[src/rtl/core/htw_pkg.sv]
// htw_pkg: shared types, constants and helpers of the huffman tree-walk decoder
// no dependencies; compiled before the interfaces and all modules
`default_nettype none

package htw_pkg;

	localparam int TREE_NODES = 512;
	localparam int ADDR_W     = $clog2(TREE_NODES);
	localparam int IDX_W      = 9;
	localparam int SYM_W      = 8;

	// result buffer
	localparam int OUT_DEPTH = 4;
	localparam int OUT_PTR_W = $clog2(OUT_DEPTH);
	localparam int OUT_CNT_W = OUT_PTR_W + 1;

	typedef logic [IDX_W-1:0]     idx_t;
	typedef logic [SYM_W-1:0]     sym_t;
	typedef logic [ADDR_W-1:0]    addr_t;
	typedef logic [OUT_CNT_W-1:0] out_cnt_t;

	typedef enum logic [1:0] {
		MODE_WRITE   = 2'd0,
		MODE_DECODE  = 2'd1,
		MODE_RESTART = 2'd2
	} mode_t;

	typedef struct packed {
		idx_t left;
		idx_t right;
		sym_t sym;
	} node_t;

	typedef struct packed {
		logic symbol_valid;
		sym_t symbol;
		logic walk_error;
	} result_t;

	typedef struct packed {
		logic  wr_en;
		idx_t  wr_idx;
		node_t wr_node;
		logic  rd_en;
		idx_t  rd_idx;
		idx_t  root_idx;
	} store_req_t;

	typedef struct packed {
		node_t child;
		node_t root;
	} store_rsp_t;

	typedef struct packed {
		logic    push;
		result_t data;
	} push_t;

	function automatic logic in_store(idx_t i);
		return int'(i) < TREE_NODES;
	endfunction

	function automatic addr_t to_addr(idx_t i);
		return addr_t'(i);
	endfunction

endpackage

`default_nettype wire

[src/rtl/core/htw_if.sv]
// htw_if: valid/ready channel interfaces for command items and result items
// depends on htw_pkg
`default_nettype none


interface htw_result_if;
	import htw_pkg::*;

	logic valid;
	logic ready;
	logic symbol_valid;
	sym_t symbol;
	logic walk_error;

	modport source (output valid, output symbol_valid, output symbol, output walk_error,
		input ready);
	modport sink (input valid, input symbol_valid, input symbol, input walk_error,
		output ready);
endinterface

`default_nettype wire

[src/rtl/core/htw_out_fifo.sv]
// htw_out_fifo: small result buffer that decouples the walk from the result receiver
// depends on htw_pkg and htw_if
`default_nettype none

module htw_out_fifo (
	input  logic              clk,
	input  logic              arst_n,
	input  htw_pkg::push_t    push,
	output htw_pkg::out_cnt_t cnt,
	htw_result_if.source      result
);
	import htw_pkg::*;

	result_t              buf_q [OUT_DEPTH];
	logic [OUT_PTR_W-1:0] wr_ptr_q;
	logic [OUT_PTR_W-1:0] rd_ptr_q;
	out_cnt_t             cnt_q;
	logic                 pop;

	assign result.valid        = cnt_q != '0;
	assign result.symbol_valid = buf_q[rd_ptr_q].symbol_valid;
	assign result.symbol       = buf_q[rd_ptr_q].symbol;
	assign result.walk_error   = buf_q[rd_ptr_q].walk_error;
	assign pop                 = result.valid && result.ready;
	assign cnt                 = cnt_q;

	always_ff @(posedge clk) begin
		if (push.push) begin
			buf_q[wr_ptr_q] <= push.data;
		end
	end

	always_ff @(posedge clk or negedge arst_n) begin
		if (!arst_n) begin
			wr_ptr_q <= '0;
			rd_ptr_q <= '0;
			cnt_q    <= '0;
		end else begin
			if (push.push) begin
				wr_ptr_q <= wr_ptr_q + OUT_PTR_W'(1);
			end
			if (pop) begin
				rd_ptr_q <= rd_ptr_q + OUT_PTR_W'(1);
			end
			case ({push.push, pop})
				2'b10:   cnt_q <= cnt_q + out_cnt_t'(1);
				2'b01:   cnt_q <= cnt_q - out_cnt_t'(1);
				default: cnt_q <= cnt_q;
			endcase
		end
	end

	a_no_overflow: assert property (@(posedge clk) disable iff (!arst_n)
		!(push.push && cnt_q == out_cnt_t'(OUT_DEPTH)))
		else $error("result buffer overflow");

	a_count_up: assert property (@(posedge clk) disable iff (!arst_n)
		push.push && !pop |=> cnt_q == $past(cnt_q) + out_cnt_t'(1))
		else $error("result count out of step");

	a_push_shows: assert property (@(posedge clk) disable iff (!arst_n)
		push.push && cnt_q == '0 |=> result.valid)
		else $error("pushed item not presented");

endmodule

`default_nettype wire

[src/flat_wrapper.sv]
// flat-port wrapper written by rule: the top's interface ports become plain ports
module htw_out_fifo_flat import htw_pkg::*;
  (clk, arst_n, push, cnt, result_valid, result_symbol_valid, result_symbol, result_walk_error, result_ready);
  htw_result_if result_i ();
  input  logic clk;
  input  logic arst_n;
  input  htw_pkg::push_t push;
  output htw_pkg::out_cnt_t cnt;
  output wire logic [$bits(result_i.valid)-1:0] result_valid;
  output wire logic [$bits(result_i.symbol_valid)-1:0] result_symbol_valid;
  output wire logic [$bits(result_i.symbol)-1:0] result_symbol;
  output wire logic [$bits(result_i.walk_error)-1:0] result_walk_error;
  input wire logic [$bits(result_i.ready)-1:0] result_ready;
  assign result_valid = result_i.valid;
  assign result_symbol_valid = result_i.symbol_valid;
  assign result_symbol = result_i.symbol;
  assign result_walk_error = result_i.walk_error;
  assign result_i.ready = result_ready;
  htw_out_fifo u_core (.clk(clk), .arst_n(arst_n), .push(push), .cnt(cnt), .result(result_i));
endmodule
[config.mk]
export PLATFORM = sky130hd
export DESIGN_NAME = htw_out_fifo_flat
export DESIGN_NICKNAME = d
export VERILOG_FILES = /design/src/rtl/core/htw_pkg.sv /design/src/rtl/core/htw_if.sv /design/src/rtl/core/htw_out_fifo.sv /design/src/flat_wrapper.sv
export SDC_FILE = /design/constraint.sdc
export NUM_CORES = 1
export LEC_CHECK = 0
export ABC_AREA = 1
export BUFFER_PORTS_ARGS = -buffer_cell sky130_fd_sc_hd__buf_4
export CAP_MARGIN = 20
export CORE_MARGIN = 2
export CORE_UTILIZATION = 56
export CTS_CLUSTER_SIZE = 40
export DETAILED_ROUTE_END_ITERATION = 6
export PLACE_DENSITY = 0.86
export SETUP_SLACK_MARGIN = 0.2
export SYNTH_ARGS = -nofsm -noshare
export SYNTH_HDL_FRONTEND = slang
export SYNTH_SLANG_ARGS = --single-unit
[constraint.sdc]
create_clock -name clk -period 1.8 [get_ports clk]
set_input_delay 0.36 -clock clk [delete_from_list [all_inputs] [get_ports clk]]
set_output_delay 0.36 -clock clk [all_outputs]
set_load 0.02 [all_outputs]
## After elaboration in Yosys (flattened, before gate mapping)

Memories as Yosys holds them, arrays and structs flattened.
Index checks and enable logic that the tools add are counted.

| operators by class | value |
|---|---|
| $mul | 0 |
| equal/unequal tests | 2 |
| add/subtract/negate cells | 4 |
| shift operators | 0 |
| order comparisons | 0 |
| bitwise operators | 0 |
| reduce and logical (&&, ||, !) cells | 3 |
| mux-type cells | 3 |
| divide/modulo/power cells | 0 |

Operators by type and width:

| operator | count |
|---|---|
| $pmux W3 S2 | 1 |
| $add A2 B1 Y2 const B | 2 |
| $add A3 B1 Y3 const B | 1 |
| $reduce_bool A3 Y1 | 1 |
| $sub A3 B1 Y3 const B | 1 |
| $eq A2 B1 Y1 const B | 1 |
| $eq A2 B2 Y1 const B | 1 |
| $mux W1 | 2 |
| $reduce_bool A2 Y1 | 1 |
| $logic_and A1 B1 Y1 | 1 |

| word-level totals | value |
|---|---|
| input bits | 14 |
| ROM bits | 0 |
| flip-flop bits (word level) | 7 |
| bits in writable memories | 40 |
| bits in latches | 0 |
| memories kept | 1 |
| output and inout bits | 14 |

Memories:

| memory | words | width | rd ports | clocked after Yosys merged registers in | wr ports | RTL line | source |
|---|---|---|---|---|---|---|---|
| u_core.buf_q | 4 | 10 | 1 | 0 | 1 | htw_out_fifo.sv:14 | `result_t buf_q [OUT_DEPTH];` |

## Logic depth before layout (Yosys ltp)

| depth | value |
|---|---|
| word-level depth | 4 |
| mapped depth | 12 |
| mapped depth without buffers | 12 |

## Worst setup path before layout

No wires, ideal clock.

| path | value |
|---|---|
| kind | register to register |
| start | register u_core.cnt_q[0] (netlist: u_core.cnt[0]) |
| end | register u_core.cnt_q[2] (netlist: u_core.cnt[2]) |
| clock period less this slack | 1,937 ps |
| required time | 1,683 ps |
| stages on the path, launching flop included | 12 |
| library setup time | 117 ps |
| data arrival time | 1,820 ps |
| slack | -137 ps |
| cell sequence | dfrtp_1 -> inv_1 -> nand3_1 -> nand2_1 -> inv_1 -> ha_1 -> inv_1 -> fa_1 -> nand2_1 -> nand3_1 -> nand2_1 -> nand2_1 |

| on the way | value |
|---|---|
| word-level cells in the longest chain between the ends | 4 |

Ends and longest elaborated chain:

| element | RTL line | source |
|---|---|---|
| start, declared | htw_out_fifo.sv:17 | `out_cnt_t cnt_q;` |
| start signal, assigned | htw_out_fifo.sv:46 | `2'b10: cnt_q <= cnt_q + out_cnt_t'(1);` |
| start signal, assigned | htw_out_fifo.sv:47 | `2'b01: cnt_q <= cnt_q - out_cnt_t'(1);` |
| start signal, assigned | htw_out_fifo.sv:48 | `default: cnt_q <= cnt_q;` |
| $reduce_bool A3 Y1 * | htw_out_fifo.sv:20 | `assign result.valid = cnt_q != '0;` |
| net result_valid | flat_wrapper.sv:9 | `output wire logic [$bits(result_i.valid)-1:0] result_valid;` |
| $logic_and A1 B1 Y1 * | htw_out_fifo.sv:24 | `assign pop = result.valid && result.ready;` |
| net u_core.pop | htw_out_fifo.sv:18 | `logic pop;` |
| $eq A2 B1 Y1 / $eq A2 B2 Y1 (equally long branches) | htw_out_fifo.sv:45 | `case ({push.push, pop})` |
| $pmux W3 S2 / $reduce_bool A2 Y1 (equally long branches) | n/a |  |

Mark *: on every way through the listed nets, which the timed path passes. The rest lies on a longest branch.
A chain may end at the register's enable or synchronous reset.

## Worst setup path in the final report

| path | value |
|---|---|
| start | register u_core.rd_ptr_q[0] |
| end | output result_symbol[5] |

| on the way | value |
|---|---|
| word-level cells in the longest chain between the ends | 1 |

Ends and longest elaborated chain:

| element | RTL line | source |
|---|---|---|
| start, declared | htw_out_fifo.sv:16 | `logic [OUT_PTR_W-1:0] rd_ptr_q;` |
| start signal, assigned | htw_out_fifo.sv:43 | `rd_ptr_q <= rd_ptr_q + OUT_PTR_W'(1);` |
| $mem_v2 Z4 W10 | n/a |  |
| end, declared | flat_wrapper.sv:11 | `output wire logic [$bits(result_i.symbol)-1:0] result_symbol;` |

Every way passes these cells.

==> impl_results.md <==
- Status: complete, no violations
- Share of the synthesized area in the top cell type: around 58%
- Most area-hungry cell type in the Yosys netlist: edfxtp_1
- Root Buffer Master: clkbuf_8
- Max Root-Sink Buffers: 2
- Final worst path period share: between 90% and 100%
- Crit path launch: u_core.rd_ptr_q[0]$_DFFE_PN0P_
- Clock slew at reported path FFs: 80 ps
- Tot Pwr: ~4.4 mW
- WP data required: around 1400 ps
- Total gr overflow: 0
- P_sw: 1.682 mW
- Via density: 4.920
- Worst Setup EP: result_symbol[5]
- Total negative setup slack: 0 ps
- Largest net degree at the start of global routing: 16
- Drt initial violations: 44
- Mux cell area share after synthesis: 0%
- # nets final: 234
- Post-Synth Simple-Gate Area: 9.958%
- PwrDens: roughly 1700 mW/mm2
- Post-synthesis adder-cell area fraction: under 10%
- Final worst slack: ~63 ps
- # rows: 22
- Synth Instances: 173
- Fraction of layout cells with a size suffix above 1: 37.67%
- Synth top area cells: edfxtp_1, nand2_1, dfrtp_1
- Fin cells: between 200 and 300
- DP HPWL: approximately 2300 um
- Inst Count DP: 245
- Drt pass-1 iters: 5
- Syn Nets: 193
- Synth-to-layout area growth: 26.43%
- Die Footprint: 0.004205 mm2
- FILL cells: ~240
- DRC Markers: 0
- R2R depth: 11
- Peak VDD IR: between 800 and 900 uV
- PortBufs: 27
- Setup Viol. Count Final: 0
- Dpl ws: roughly 200 ps
- Layout Skew: around 7.9 ps
- Most frequent cells in the layout: edfxtp_1, nand2_1, inv_1, buf_4, o211ai_1
- Hold Path Cell Cnt: 1
- Crit Path Class: flip-flop to primary output
- Post-Synth XOR/XNOR Area: less than 1%
- Clk_lat worst skew: approximately 300 ps
- DR WL/cell: about 14 um
- CTS Buf Count: 5
- Switching Share: between 30% and 40%
- Relative slew slack: between 60% and 70%
- Internal power: 2.729 mW
- Critical path arrival: between 1000 and 1500 ps
- Peak Freq: roughly 0.58 GHz
- Core Footprint: about 0.0036 mm2
- Detailed Route WL: roughly 3700 um
- Min-delay worst type: input pin to flip-flop
- Minimum clock period: 1737 ps
- FF/Latch Area: about 0.0014 mm2
- Vias in the first global route: roughly 1,300
- Top Ports: 28
- YS warnings: 0
- CTS tree: built
- Clock power share: a little over an eighth
- GP Congestion: around 0.72
- Worst r2r src: u_core.cnt[0]$_DFFE_PN0P_
- Sequential share of the synthesized area: around 66%
- Starting Density: 57.49%
- Leakage Power: roughly 1.2 nW
- Count of state elements after synthesis: 47
- Sequential share of power: a little over a third
- Area of the multi-input gates: between 500 and 600 um2
- Max-cap violation count: 0
- Via count: around 1,300
- Die X: approximately 65 um
- Critical path peak fanout: 15
- Main combinational cell family by area after synthesis: simple AND/OR/NAND/NOR gates
- Cell variety after synth: 17
- Mapped Avg Cell Area: ~12 um2
- Worst-Margin Slew: roughly 460 ps
- Fin. max-slew vios: 0
- CP Launch Type: flip-flop
- Final Hold Fails: 0
- CTS H-Tree Depth: 2
- Clock sinks: 47
- Leading cell type in the layout, fill and taps excluded: edfxtp_1
- Combinational cell fraction of total power: between 50 and 60%
- Antenna violations before repair: 0
- Unrepaired setup endpoints after global routing: yes
- Reg2Reg Capture Point: u_core.cnt[2]$_DFFE_PN0P_
- Synth Area in Compound Gates: 9.173%
- CP Capture Type: primary output
- Die H: approximately 65 um
- First-pass GRT wire length: 5768 um
- Worst R2R Setup Slack: 150 ps
- Ant. Diodes: 0
- Total track usage: just under 20%
- Final ANT Viol Nets: 0
- Post-Syn Area: about 0.0021 mm2
## layer usage
layer | vias up | wire, um | GRT usage [%]
met5 | - | 0 | 0
met4 | 0 | 62 | 7.713
met3 | 9 | 155 | 6.250
met2 | 24 | 1955 | 34.41
met1 | 611 | 1503 | 20.83
li1 | 650 | - | -
## power by group through the flow
stage	sequential [mW]	combinational (mW)	clock (mW)
2_1_floorplan	1.62	1.18	0
3_3_place_gp	1.58	1.72	0
3_5_place_dp	1.59	1.76	0
4_1_cts	1.57	1.94	0.613
5_1_grt	1.60	2.43	0.667
6_report	1.58	2.23	0.604
## cell type report
cell class	instances	area share (%)
Sequential cell	47	52.65
Multi-Input combinational cell	83	21.67
Inverter	36	5.442
Tap cell	48	2.291
Timing Repair Buffer	41	14.70
Clock inverter	2	0.4773
Clock buffer	6	2.769
## cells by family (layout without fill, tap and decap cells)
group           Yosys count  in the layout
buf+inv                  43             85
fa+ha+maj                 6              6
xor+xnor                  2              2
flops                    47             47
simple gates             53             53
compound gates           22             22
## timing repair
item	CTS	global route
buffers inserted	3	4
hold buffers	1	0
resized for setup	5	27
hold endpoints to repair	7	0
endpoints found under the setup margin	10	12
pin swaps	2	5
gates cloned	1	1
## sequential cells by signal, indices dropped and copies added (netlist names)
signal,flops
u_core.buf_q,40
u_core.cnt,3
u_core.rd_ptr_q,2
u_core.wr_ptr_q,2
## critical path, cell delays in order, from the launching register on
cell	delay, ps
dfrtp_1	420
inv_4	130
buf_12	160
nand2_1	60
o211ai_1	80
nand2_1	70
buf_4	160
## cells in the mapped netlist, drive strengths merged
cell	count
nand2	48
edfxtp	40
inv	36
o211ai	20
dfrtp	7
buf	5
ha	5
nand3	4
clkbuf	2
o21ai	2
fa	1
nand4	1
xnor2	1
xor2	1
## how the worst min path moves through the flow
stage	start	to	slack, ps
2_1_floorplan	arst_n	u_core.cnt[0]$_DFFE_PN0P_	60
3_3_place_gp	arst_n	u_core.rd_ptr_q[1]$_DFFE_PN0P_	180
3_5_place_dp	arst_n	u_core.rd_ptr_q[1]$_DFFE_PN0P_	180
4_1_cts	push[3]	u_core.buf_q[0][3]$_DFFE_PP_	250
5_1_grt	push[9]	u_core.buf_q[0][9]$_DFFE_PP_	240
6_report	push[4]	u_core.buf_q[3][4]$_DFFE_PP_	250
## stage by stage
stage	utilization [%]	area (um2)	hold slack [ps]
6_report	72.69	2621	252.2
5_1_grt	72.69	2621	236.7
4_1_cts	69.40	2502	252.9
3_5_place_dp	65.09	2347	180.1
3_3_place_gp	65.09	2347	178.9
2_1_floorplan	-	2107	64.41
Power figures use the tool's default switching activity.
