**config.mk**
```make
export PLATFORM = sky130hd
export DESIGN_NAME = htw_walk_ctrl_flat
export DESIGN_NICKNAME = d
export VERILOG_FILES = /design/src/rtl/core/htw_pkg.sv /design/src/rtl/core/htw_if.sv /design/src/rtl/core/htw_walk_ctrl.sv /design/src/flat_wrapper.sv
export SDC_FILE = /design/constraint.sdc
export NUM_CORES = 1
export LEC_CHECK = 0
export ABC_AREA = 1
export BUFFER_PORTS_ARGS = -buffer_cell sky130_fd_sc_hd__buf_4
export CAP_MARGIN = 20
export CORE_MARGIN = 1
export CORE_UTILIZATION = 28
export DETAILED_ROUTE_END_ITERATION = 8
export PLACE_DENSITY_LB_ADDON = 0.1
export RECOVER_POWER = 25
export SLEW_MARGIN = 5
export SYNTH_ARGS = -nofsm -noshare
export SYNTH_HDL_FRONTEND = slang
export SYNTH_SLANG_ARGS = --single-unit
```
**constraint.sdc**
```tcl
create_clock -name clk -period 2.3 [get_ports clk]
set_input_delay 0.23 -clock clk [delete_from_list [all_inputs] [get_ports clk]]
set_output_delay 0.23 -clock clk [all_outputs]
set_load 0.05 [all_outputs]
```
**src/rtl/core/htw_pkg.sv**
```systemverilog
// htw_pkg: shared types, constants and helpers of the huffman tree-walk decoder
// no dependencies; compiled before the interfaces and all modules
`default_nettype none

package htw_pkg;

	localparam int TREE_NODES = 512;
	localparam int ADDR_W     = $clog2(TREE_NODES);
	localparam int IDX_W      = 9;
	localparam int SYM_W      = 8;

	// result buffer
	localparam int OUT_DEPTH = 4;
	localparam int OUT_PTR_W = $clog2(OUT_DEPTH);
	localparam int OUT_CNT_W = OUT_PTR_W + 1;

	typedef logic [IDX_W-1:0]     idx_t;
	typedef logic [SYM_W-1:0]     sym_t;
	typedef logic [ADDR_W-1:0]    addr_t;
	typedef logic [OUT_CNT_W-1:0] out_cnt_t;

	typedef enum logic [1:0] {
		MODE_WRITE   = 2'd0,
		MODE_DECODE  = 2'd1,
		MODE_RESTART = 2'd2
	} mode_t;

	typedef struct packed {
		idx_t left;
		idx_t right;
		sym_t sym;
	} node_t;

	typedef struct packed {
		logic symbol_valid;
		sym_t symbol;
		logic walk_error;
	} result_t;

	typedef struct packed {
		logic  wr_en;
		idx_t  wr_idx;
		node_t wr_node;
		logic  rd_en;
		idx_t  rd_idx;
		idx_t  root_idx;
	} store_req_t;

	typedef struct packed {
		node_t child;
		node_t root;
	} store_rsp_t;

	typedef struct packed {
		logic    push;
		result_t data;
	} push_t;

	function automatic logic in_store(idx_t i);
		return int'(i) < TREE_NODES;
	endfunction

	function automatic addr_t to_addr(idx_t i);
		return addr_t'(i);
	endfunction

endpackage

`default_nettype wire

```
**src/rtl/core/htw_if.sv**
```systemverilog
// htw_if: valid/ready channel interfaces for command items and result items
// depends on htw_pkg
`default_nettype none

interface htw_cmd_if;
	import htw_pkg::*;

	logic       valid;
	logic       ready;
	logic [1:0] mode;
	idx_t       node_index;
	idx_t       left_child;
	idx_t       right_child;
	sym_t       leaf_symbol;
	logic       code_bit;

	modport source (output valid, output mode, output node_index, output left_child,
		output right_child, output leaf_symbol, output code_bit, input ready);
	modport sink (input valid, input mode, input node_index, input left_child,
		input right_child, input leaf_symbol, input code_bit, output ready);
endinterface


`default_nettype wire

```
**src/rtl/core/htw_walk_ctrl.sv**
```systemverilog
// htw_walk_ctrl: command decode, walk state, child-fetch stage and result forming
// depends on htw_pkg and htw_if
`default_nettype none

module htw_walk_ctrl (
	input  logic                clk,
	input  logic                arst_n,
	htw_cmd_if.sink             cmd,
	input  logic                cfg_wr_en,
	input  htw_pkg::idx_t       cfg_wr_data,
	output htw_pkg::store_req_t req,
	input  htw_pkg::store_rsp_t rsp,
	input  htw_pkg::out_cnt_t   fifo_cnt,
	output htw_pkg::push_t      push
);
	import htw_pkg::*;

	idx_t  root_q;
	logic  at_root_q;
	idx_t  cur_idx_q;
	node_t cur_ent_q;
	logic  bit_v_s1;
	logic  bit_err_s1;
	idx_t  next_idx_s1;

	logic  accept;
	logic  is_wr;
	logic  is_bit;
	logic  is_rst;
	logic  child_leaf;
	logic  res_root;
	idx_t  res_idx;
	node_t res_ent;
	node_t here_ent;
	logic  here_leaf;
	idx_t  next_idx;
	node_t wr_node;
	logic  at_root_d;
	idx_t  cur_idx_d;
	node_t cur_ent_d;

	assign cmd.ready = (fifo_cnt + out_cnt_t'(bit_v_s1)) < out_cnt_t'(OUT_DEPTH - 1);
	assign accept    = cmd.valid && cmd.ready;

	always_comb begin
		is_wr  = 1'b0;
		is_bit = 1'b0;
		is_rst = 1'b0;
		unique case (cmd.mode)
			MODE_WRITE:   is_wr  = 1'b1;
			MODE_DECODE:  is_bit = 1'b1;
			MODE_RESTART: is_rst = 1'b1;
			default: ;
		endcase
	end

	assign child_leaf = rsp.child.sym != '0;

	// walk position once the bit in flight has landed
	always_comb begin
		res_root = at_root_q;
		res_idx  = cur_idx_q;
		res_ent  = cur_ent_q;
		if (bit_v_s1 && !bit_err_s1) begin
			if (child_leaf) begin
				res_root = 1'b1;
			end else begin
				res_root = 1'b0;
				res_idx  = next_idx_s1;
				res_ent  = rsp.child;
			end
		end
	end

	assign here_ent  = res_root ? rsp.root : res_ent;
	assign here_leaf = here_ent.sym != '0;
	assign next_idx  = cmd.code_bit ? here_ent.right : here_ent.left;
	assign wr_node   = '{left: cmd.left_child, right: cmd.right_child, sym: cmd.leaf_symbol};

	always_comb begin
		req.wr_en    = accept && is_wr;
		req.wr_idx   = cmd.node_index;
		req.wr_node  = wr_node;
		req.rd_en    = accept && is_bit && !here_leaf;
		req.rd_idx   = next_idx;
		req.root_idx = cfg_wr_en ? cfg_wr_data : root_q;
	end

	always_comb begin
		push.push = bit_v_s1;
		push.data = '0;
		if (bit_err_s1) begin
			push.data.walk_error = 1'b1;
		end else if (child_leaf) begin
			push.data.symbol_valid = 1'b1;
			push.data.symbol       = rsp.child.sym;
		end
	end

	always_comb begin
		at_root_d = res_root;
		cur_idx_d = res_idx;
		cur_ent_d = res_ent;
		// keep the held entry in step with writes to the node we stand on
		if (accept && is_wr && in_store(cmd.node_index) && (cmd.node_index == res_idx)) begin
			cur_ent_d = wr_node;
		end
		if (accept && is_rst) begin
			at_root_d = 1'b1;
		end
	end

	always_ff @(posedge clk or negedge arst_n) begin
		if (!arst_n) begin
			root_q    <= '0;
			at_root_q <= 1'b1;
			cur_idx_q <= '0;
			bit_v_s1  <= 1'b0;
		end else begin
			if (cfg_wr_en) begin
				root_q <= cfg_wr_data;
			end
			at_root_q <= at_root_d;
			cur_idx_q <= cur_idx_d;
			bit_v_s1  <= accept && is_bit;
		end
	end

	always_ff @(posedge clk) begin
		cur_ent_q   <= cur_ent_d;
		bit_err_s1  <= here_leaf;
		next_idx_s1 <= next_idx;
	end

	a_leaf_returns_to_root: assert property (@(posedge clk) disable iff (!arst_n)
		bit_v_s1 && !bit_err_s1 && child_leaf |=> at_root_q)
		else $error("walk did not return to root after a leaf");

	a_fetch_feeds_stage: assert property (@(posedge clk) disable iff (!arst_n)
		req.rd_en |=> bit_v_s1 && !bit_err_s1)
		else $error("child fetch without a resolving bit");

	a_leaf_bit_errors: assert property (@(posedge clk) disable iff (!arst_n)
		accept && is_bit && here_leaf |=> bit_v_s1 && bit_err_s1)
		else $error("bit at a leaf not flagged");

endmodule

`default_nettype wire

```
**src/flat_wrapper.sv**
```systemverilog
// flat-port wrapper written by rule: the top's interface ports become plain ports
module htw_walk_ctrl_flat import htw_pkg::*;
  (clk, arst_n, cfg_wr_en, cfg_wr_data, req, rsp, fifo_cnt, push, cmd_valid, cmd_mode, cmd_node_index, cmd_left_child, cmd_right_child, cmd_leaf_symbol, cmd_code_bit, cmd_ready);
  htw_cmd_if cmd_i ();
  input  logic clk;
  input  logic arst_n;
  input  logic cfg_wr_en;
  input  htw_pkg::idx_t cfg_wr_data;
  output htw_pkg::store_req_t req;
  input  htw_pkg::store_rsp_t rsp;
  input  htw_pkg::out_cnt_t fifo_cnt;
  output htw_pkg::push_t push;
  input wire logic [$bits(cmd_i.valid)-1:0] cmd_valid;
  input wire logic [$bits(cmd_i.mode)-1:0] cmd_mode;
  input wire logic [$bits(cmd_i.node_index)-1:0] cmd_node_index;
  input wire logic [$bits(cmd_i.left_child)-1:0] cmd_left_child;
  input wire logic [$bits(cmd_i.right_child)-1:0] cmd_right_child;
  input wire logic [$bits(cmd_i.leaf_symbol)-1:0] cmd_leaf_symbol;
  input wire logic [$bits(cmd_i.code_bit)-1:0] cmd_code_bit;
  output wire logic [$bits(cmd_i.ready)-1:0] cmd_ready;
  assign cmd_i.valid = cmd_valid;
  assign cmd_i.mode = cmd_mode;
  assign cmd_i.node_index = cmd_node_index;
  assign cmd_i.left_child = cmd_left_child;
  assign cmd_i.right_child = cmd_right_child;
  assign cmd_i.leaf_symbol = cmd_leaf_symbol;
  assign cmd_i.code_bit = cmd_code_bit;
  assign cmd_ready = cmd_i.ready;
  htw_walk_ctrl u_core (.clk(clk), .arst_n(arst_n), .cmd(cmd_i), .cfg_wr_en(cfg_wr_en), .cfg_wr_data(cfg_wr_data), .req(req), .rsp(rsp), .fifo_cnt(fifo_cnt), .push(push));
endmodule
```
* Word level (Yosys, flattened, before mapping)
Index checks and enable logic that the tools add are counted.
** Cells by class
- $lt $le $gt $ge :: 1
- Add/subtract/negate cells :: 1
- Reductions and logical operators :: 12
- Muxes and demuxes :: 17
- Eq/ne operators :: 3
** Operator list (count)
- $mux W26 :: 4
- $mux W9 :: 6
- $reduce_bool A8 Y1 :: 2
- $eq A9 B9 Y1 :: 1
- $logic_and A1 B1 Y1 :: 7
- $mux W1 :: 7
- $add A3 B1 Y3 :: 1
- $lt A3 B2 Y1 const B :: 1
- $eq A2 B1 Y1 const B :: 1
- $eq A2 B2 Y1 const B :: 1
- $logic_not A1 Y1 :: 2
- $logic_not A2 Y1 :: 1
** Word-level totals
- Register bits :: 56
- Bits of input ports :: 106
- Output and inout port bits :: 67
- Word-level logic and storage cells :: 43

* Depth between registers and ports, before layout
- Word-level depth :: 7
- Depth in mapped cells :: 15
- Depth with buffers taken out :: 14

* Worst setup path after synthesis
Ideal clock, no wire load.
- Path type :: flip-flop to flip-flop
- Start :: register u_core.bit_v_s1
- End :: register u_core.cur_ent_q[17] (netlist bit)
- Stages on the path, launching flop included :: 16
- Path buffers :: 1
- Required time :: 2.188 ns
- Clock period less this slack :: 3.033 ns
- Arrival :: 2.921 ns
- Slack :: -0.733 ns
- Library setup time :: 0.112 ns
- Cells stage by stage :: dfrtp_1 -> ha_1 -> ha_1 -> inv_1 -> nor2_1 -> nor2_1 -> nand3_1 -> nor3_1 -> nand2_1 -> inv_1 -> nand2_1 -> nor2_1 -> nand3_4 -> buf_6 -> nand2_1 -> nand2_1
** RTL lines
- start: declaration :: RTL line htw_walk_ctrl.sv:22 : logic bit_v_s1;
- start signal: assignment :: RTL line htw_walk_ctrl.sv:125 : bit_v_s1 <= accept && is_bit;
- end signal: assignment :: RTL line htw_walk_ctrl.sv:130 : cur_ent_q <= cur_ent_d;
- end: declaration :: RTL line htw_walk_ctrl.sv:21 : node_t cur_ent_q;

==> flow_metrics.py <==
metrics = {
    "logic_synthesis": {
        "ys_ff_latch": 56,
        "synth_warnings": 0,
        "netlist_instances": 475,
        "synth_area_per_cell_um2": 7.16,
        "syn_area_mm2": 0.00340,
        "synth_ff_type": "dfxtp_1",
        "ys_async_sr_fraction_pct": 35.7,
        "synth_edf_count": 0,
        "synth_fp_nets": 583,
        "seq_area_frac_synth_pct": 35.9,
        "ys_types": 35,
    },
    "setup_path": {
        "slowest_stage": "dfrtp_1",
        "crit_family": "simple AND/OR/NAND/NOR gates",
        "crit_path_end_kind": "output port",
        "cp_common_cell": "buf_6",
        "max_stage_delay_ns": 0.41,
        "cp.required_ns": 2.07,
        "cp_num_buf_inv": 3,
        "crit_path_start_kind": "flop",
        "cp_cell_sequence": "inv_2, nor2_4, or2_4, buf_6, o21ai_2, nand4_1, o21a_1, nor3_4, buf_6",
        "critPathMaxFanout": 4,
        "critPathArrivalTime_ns": 1.97,
        "criticalPathCategory": "reg2out",
    },
    "drt": {
        "drt_iter0_drc": 120,
        "wl_per_cell_um": 14.2,
        "wl_met2_um": 5420,
        "wl_met1_um": 4890,
        "wl_um": 10900,
        "via_per_inst": 4.54,
        "drc_errors": 7,
        "vias": 3486,
        "drtPass1Iterations": 7,
        "top_layer": "met4",
        "ant_nets": 0,
        "wl_met3_um": 556,
    },
    "timing": {
        "whs_ns": 0.125,
        "finalCritPeriodShare_pct": 95.8,
        "setup_viol": 0,
        "max_freq_mhz": 454,
        "slew_violations": 0,
        "hold_violations": 0,
        "tightest_slew_ns": 1.20,
        "setup_ws_ns": 0.0971,
        "grt_setup_unrepaired": "no",
        "fin_crit_ns": 2.20,
        "max-slew-margin-rel_pct": 20.0,
        "finalClockSkew_ns": 0.00386,
    },
    "pwr": {
        "powerDensity_mw_per_mm2": 531,
        "leakage_nw": 2.66,
        "ir_drop_uv": 265,
    },
    "finish": {
        "nets": 731,
        "mostFrequentLayoutCells": "buf_4 (167), nand2_1 (148), nand3_1 (55)",
        "nFillCells": 1204,
        "layout_commonest_cell": "buf_4",
        "syn2layout_area_growth_pct": 47.6,
        "drive_gt1_share_pct": 39.1,
        "insertedDiodeCount": 0,
    },
    "die": {
        "ioPinCount": 173,
        "core-area_mm2": 0.0116,
        "die_x_um": 112,
        "die_area_mm2": 0.0126,
        "start_util_pct": 29.3,
        "rows": 39,
        "die_y_um": 112,
    },
    "global_routing": {
        "grt_max_degree": 27,
        "antenna_found_initial": 0,
        "grt_pass1_wl_um": 16500,
        "grt_pass1_vias": 3365,
        "track_usage_pct": 16.7,
        "overflow": 0,
    },
    "placed_design": {
        "place_hpwl_um": 8170,
        "finalWeightedCongestion": 0.832,
        "port_buffers": 172,
        "pre_cts_slack_ns": 0.0415,
    },
    "clock_tree": {
        "cts_tree": "done",
        "clkTransAtPathRegs_ns": 0.07,
        "clock_latency_ns": 0.29,
        "htreeDepth": 2,
        "cts_sinks": 56,
        "ctsLongestPathBuffers": 2,
        "cts_buffers": 5,
        "cts_root_buf": "clkbuf_16",
    },
    "job": {
        "drv_cap": 0,
    },
    "worst_hold_path": {
        "hold_path.class": "in2reg",
    },
    "run_status": {
        "violations": "design-rule violations",
        "run_status": "complete, but fails checks",
    },
}
[worst reg2reg max path: stages, from the launching register on]
cell and delay, ns:
dfrtp_1 0.41, ha_2 0.20, ha_4 0.16, inv_2 0.04, nor2_1 0.04, nor2_2 0.11
nand3_2 0.12, nor3_4 0.19, nand2_1 0.09, inv_1 0.06, nand2_1 0.08, nor2_4 0.10
buf_4 0.17, nand3_4 0.14, nand2_1 0.11, nand2_1 0.06
[metrics by stage]
step	std cells	TNS (ns)	instance area [µm²]	power (W)	utilization, %
after floorplan	475	-0.862	3500	0.00153	-
after global placement	746	0	4690	0.00181	40.4
after detailed placement	746	0	4690	0.00182	40.4
after CTS	757	-0.0604	4880	0.00266	42.0
after global routing	767	0	5020	0.00278	43.2
final	767	0	5020	0.00266	43.2
[Yosys cell counts (3+ instances only)]
cell | n | area [µm²]
dfrtp_1 | 19 | 475
clkbuf_1 | 7 | 26.3
dfxtp_1 | 36 | 721
inv_1 | 44 | 165
nor2_4 | 3 | 33.8
a21oi_1 | 9 | 45.0
nand2_2 | 7 | 43.8
o21ai_0 | 12 | 60.1
buf_2 | 5 | 25.0
nand3_1 | 56 | 280
nor2_1 | 30 | 113
buf_4 | 39 | 293
mux2i_1 | 9 | 90.1
o22ai_1 | 9 | 56.3
nand2_1 | 149 | 559
nand3_2 | 4 | 40.0
buf_6 | 7 | 78.8
mux2_2 | 9 | 101
[power by group]
group | internal, W | switching (W) | total [W]
Combinational | 0.000319 | 0.000480 | 0.000799
Clock | 0.000470 | 0.000359 | 0.000829
Sequential | 0.00102 | 0.0000181 | 0.00104
Total | 0.00181 | 0.000858 | 0.00266
[flip-flops by register name (all words and copies together), names as in the netlist]
name,flops
u_core.bit_err_s1,1
u_core.root_q,9
u_core.cur_idx_q,9
u_core.next_idx_s1,9
u_core.bit_v_s1,1
u_core.cur_ent_q,26
u_core.at_root_q,1
[metal layers]
metal,GRT usage (%),vias to the layer above
li1,-,1773
met1,21.7,1596
met2,28.9,110
met3,2.92,7
met4,3.73,0
met5,0,-
[final timing paths]
path | start | to | slack, ns | cells after the start
hold reg to reg | u_core.next_idx_s1[1] | u_core.cur_idx_q[1] | 0.48 | 2
setup reg to reg | u_core.bit_v_s1 | u_core.cur_ent_q[16] | 0.15 | 15
setup / recovery | u_core.bit_v_s1 | req[18] | 0.1 | 9
max in group asynchronous | arst_n | u_core.cur_idx_q[0] | 0.89 | 2
min in group asynchronous | arst_n | u_core.bit_v_s1 | 0.70 | 2
hold / removal | cmd_mode[0] | u_core.at_root_q | 0.13 | 2
[cell families after synthesis]
family / after synthesis / synth area share (%)
buffers and inverters: 104 / 17.5
AOI/OAI and AO/OA: 34 / 5.66
DFF: 56 / 35.9
and+or+nand+nor: 261 / 34.5
muxes: 18 / 5.63
adders and majority gates: 2 / 0.735
[timing repair]
item | CTS | global route
gates resized for setup | 4 | 21
buffers inserted | 2 | 6
pin swaps | 2 | 7
endpoints found under the hold margin | 19 | 0
cloned | 0 | 4
hold buffers | 1 | 0
setup endpoints to repair | 5 | 36
[layout make-up]
type	instances	area, µm²	area share (%)
Multi-Input combinational cell	318	1780	35.5
Timing Repair Buffer	196	1510	30.0
Sequential cell	56	1220	24.3
Tap cell	143	179	3.56
Inverter	46	173	3.44
Clock buffer	7	154	3.06
Clock inverter	1	5.00	0.0997
Power figures use the tool's default switching activity.
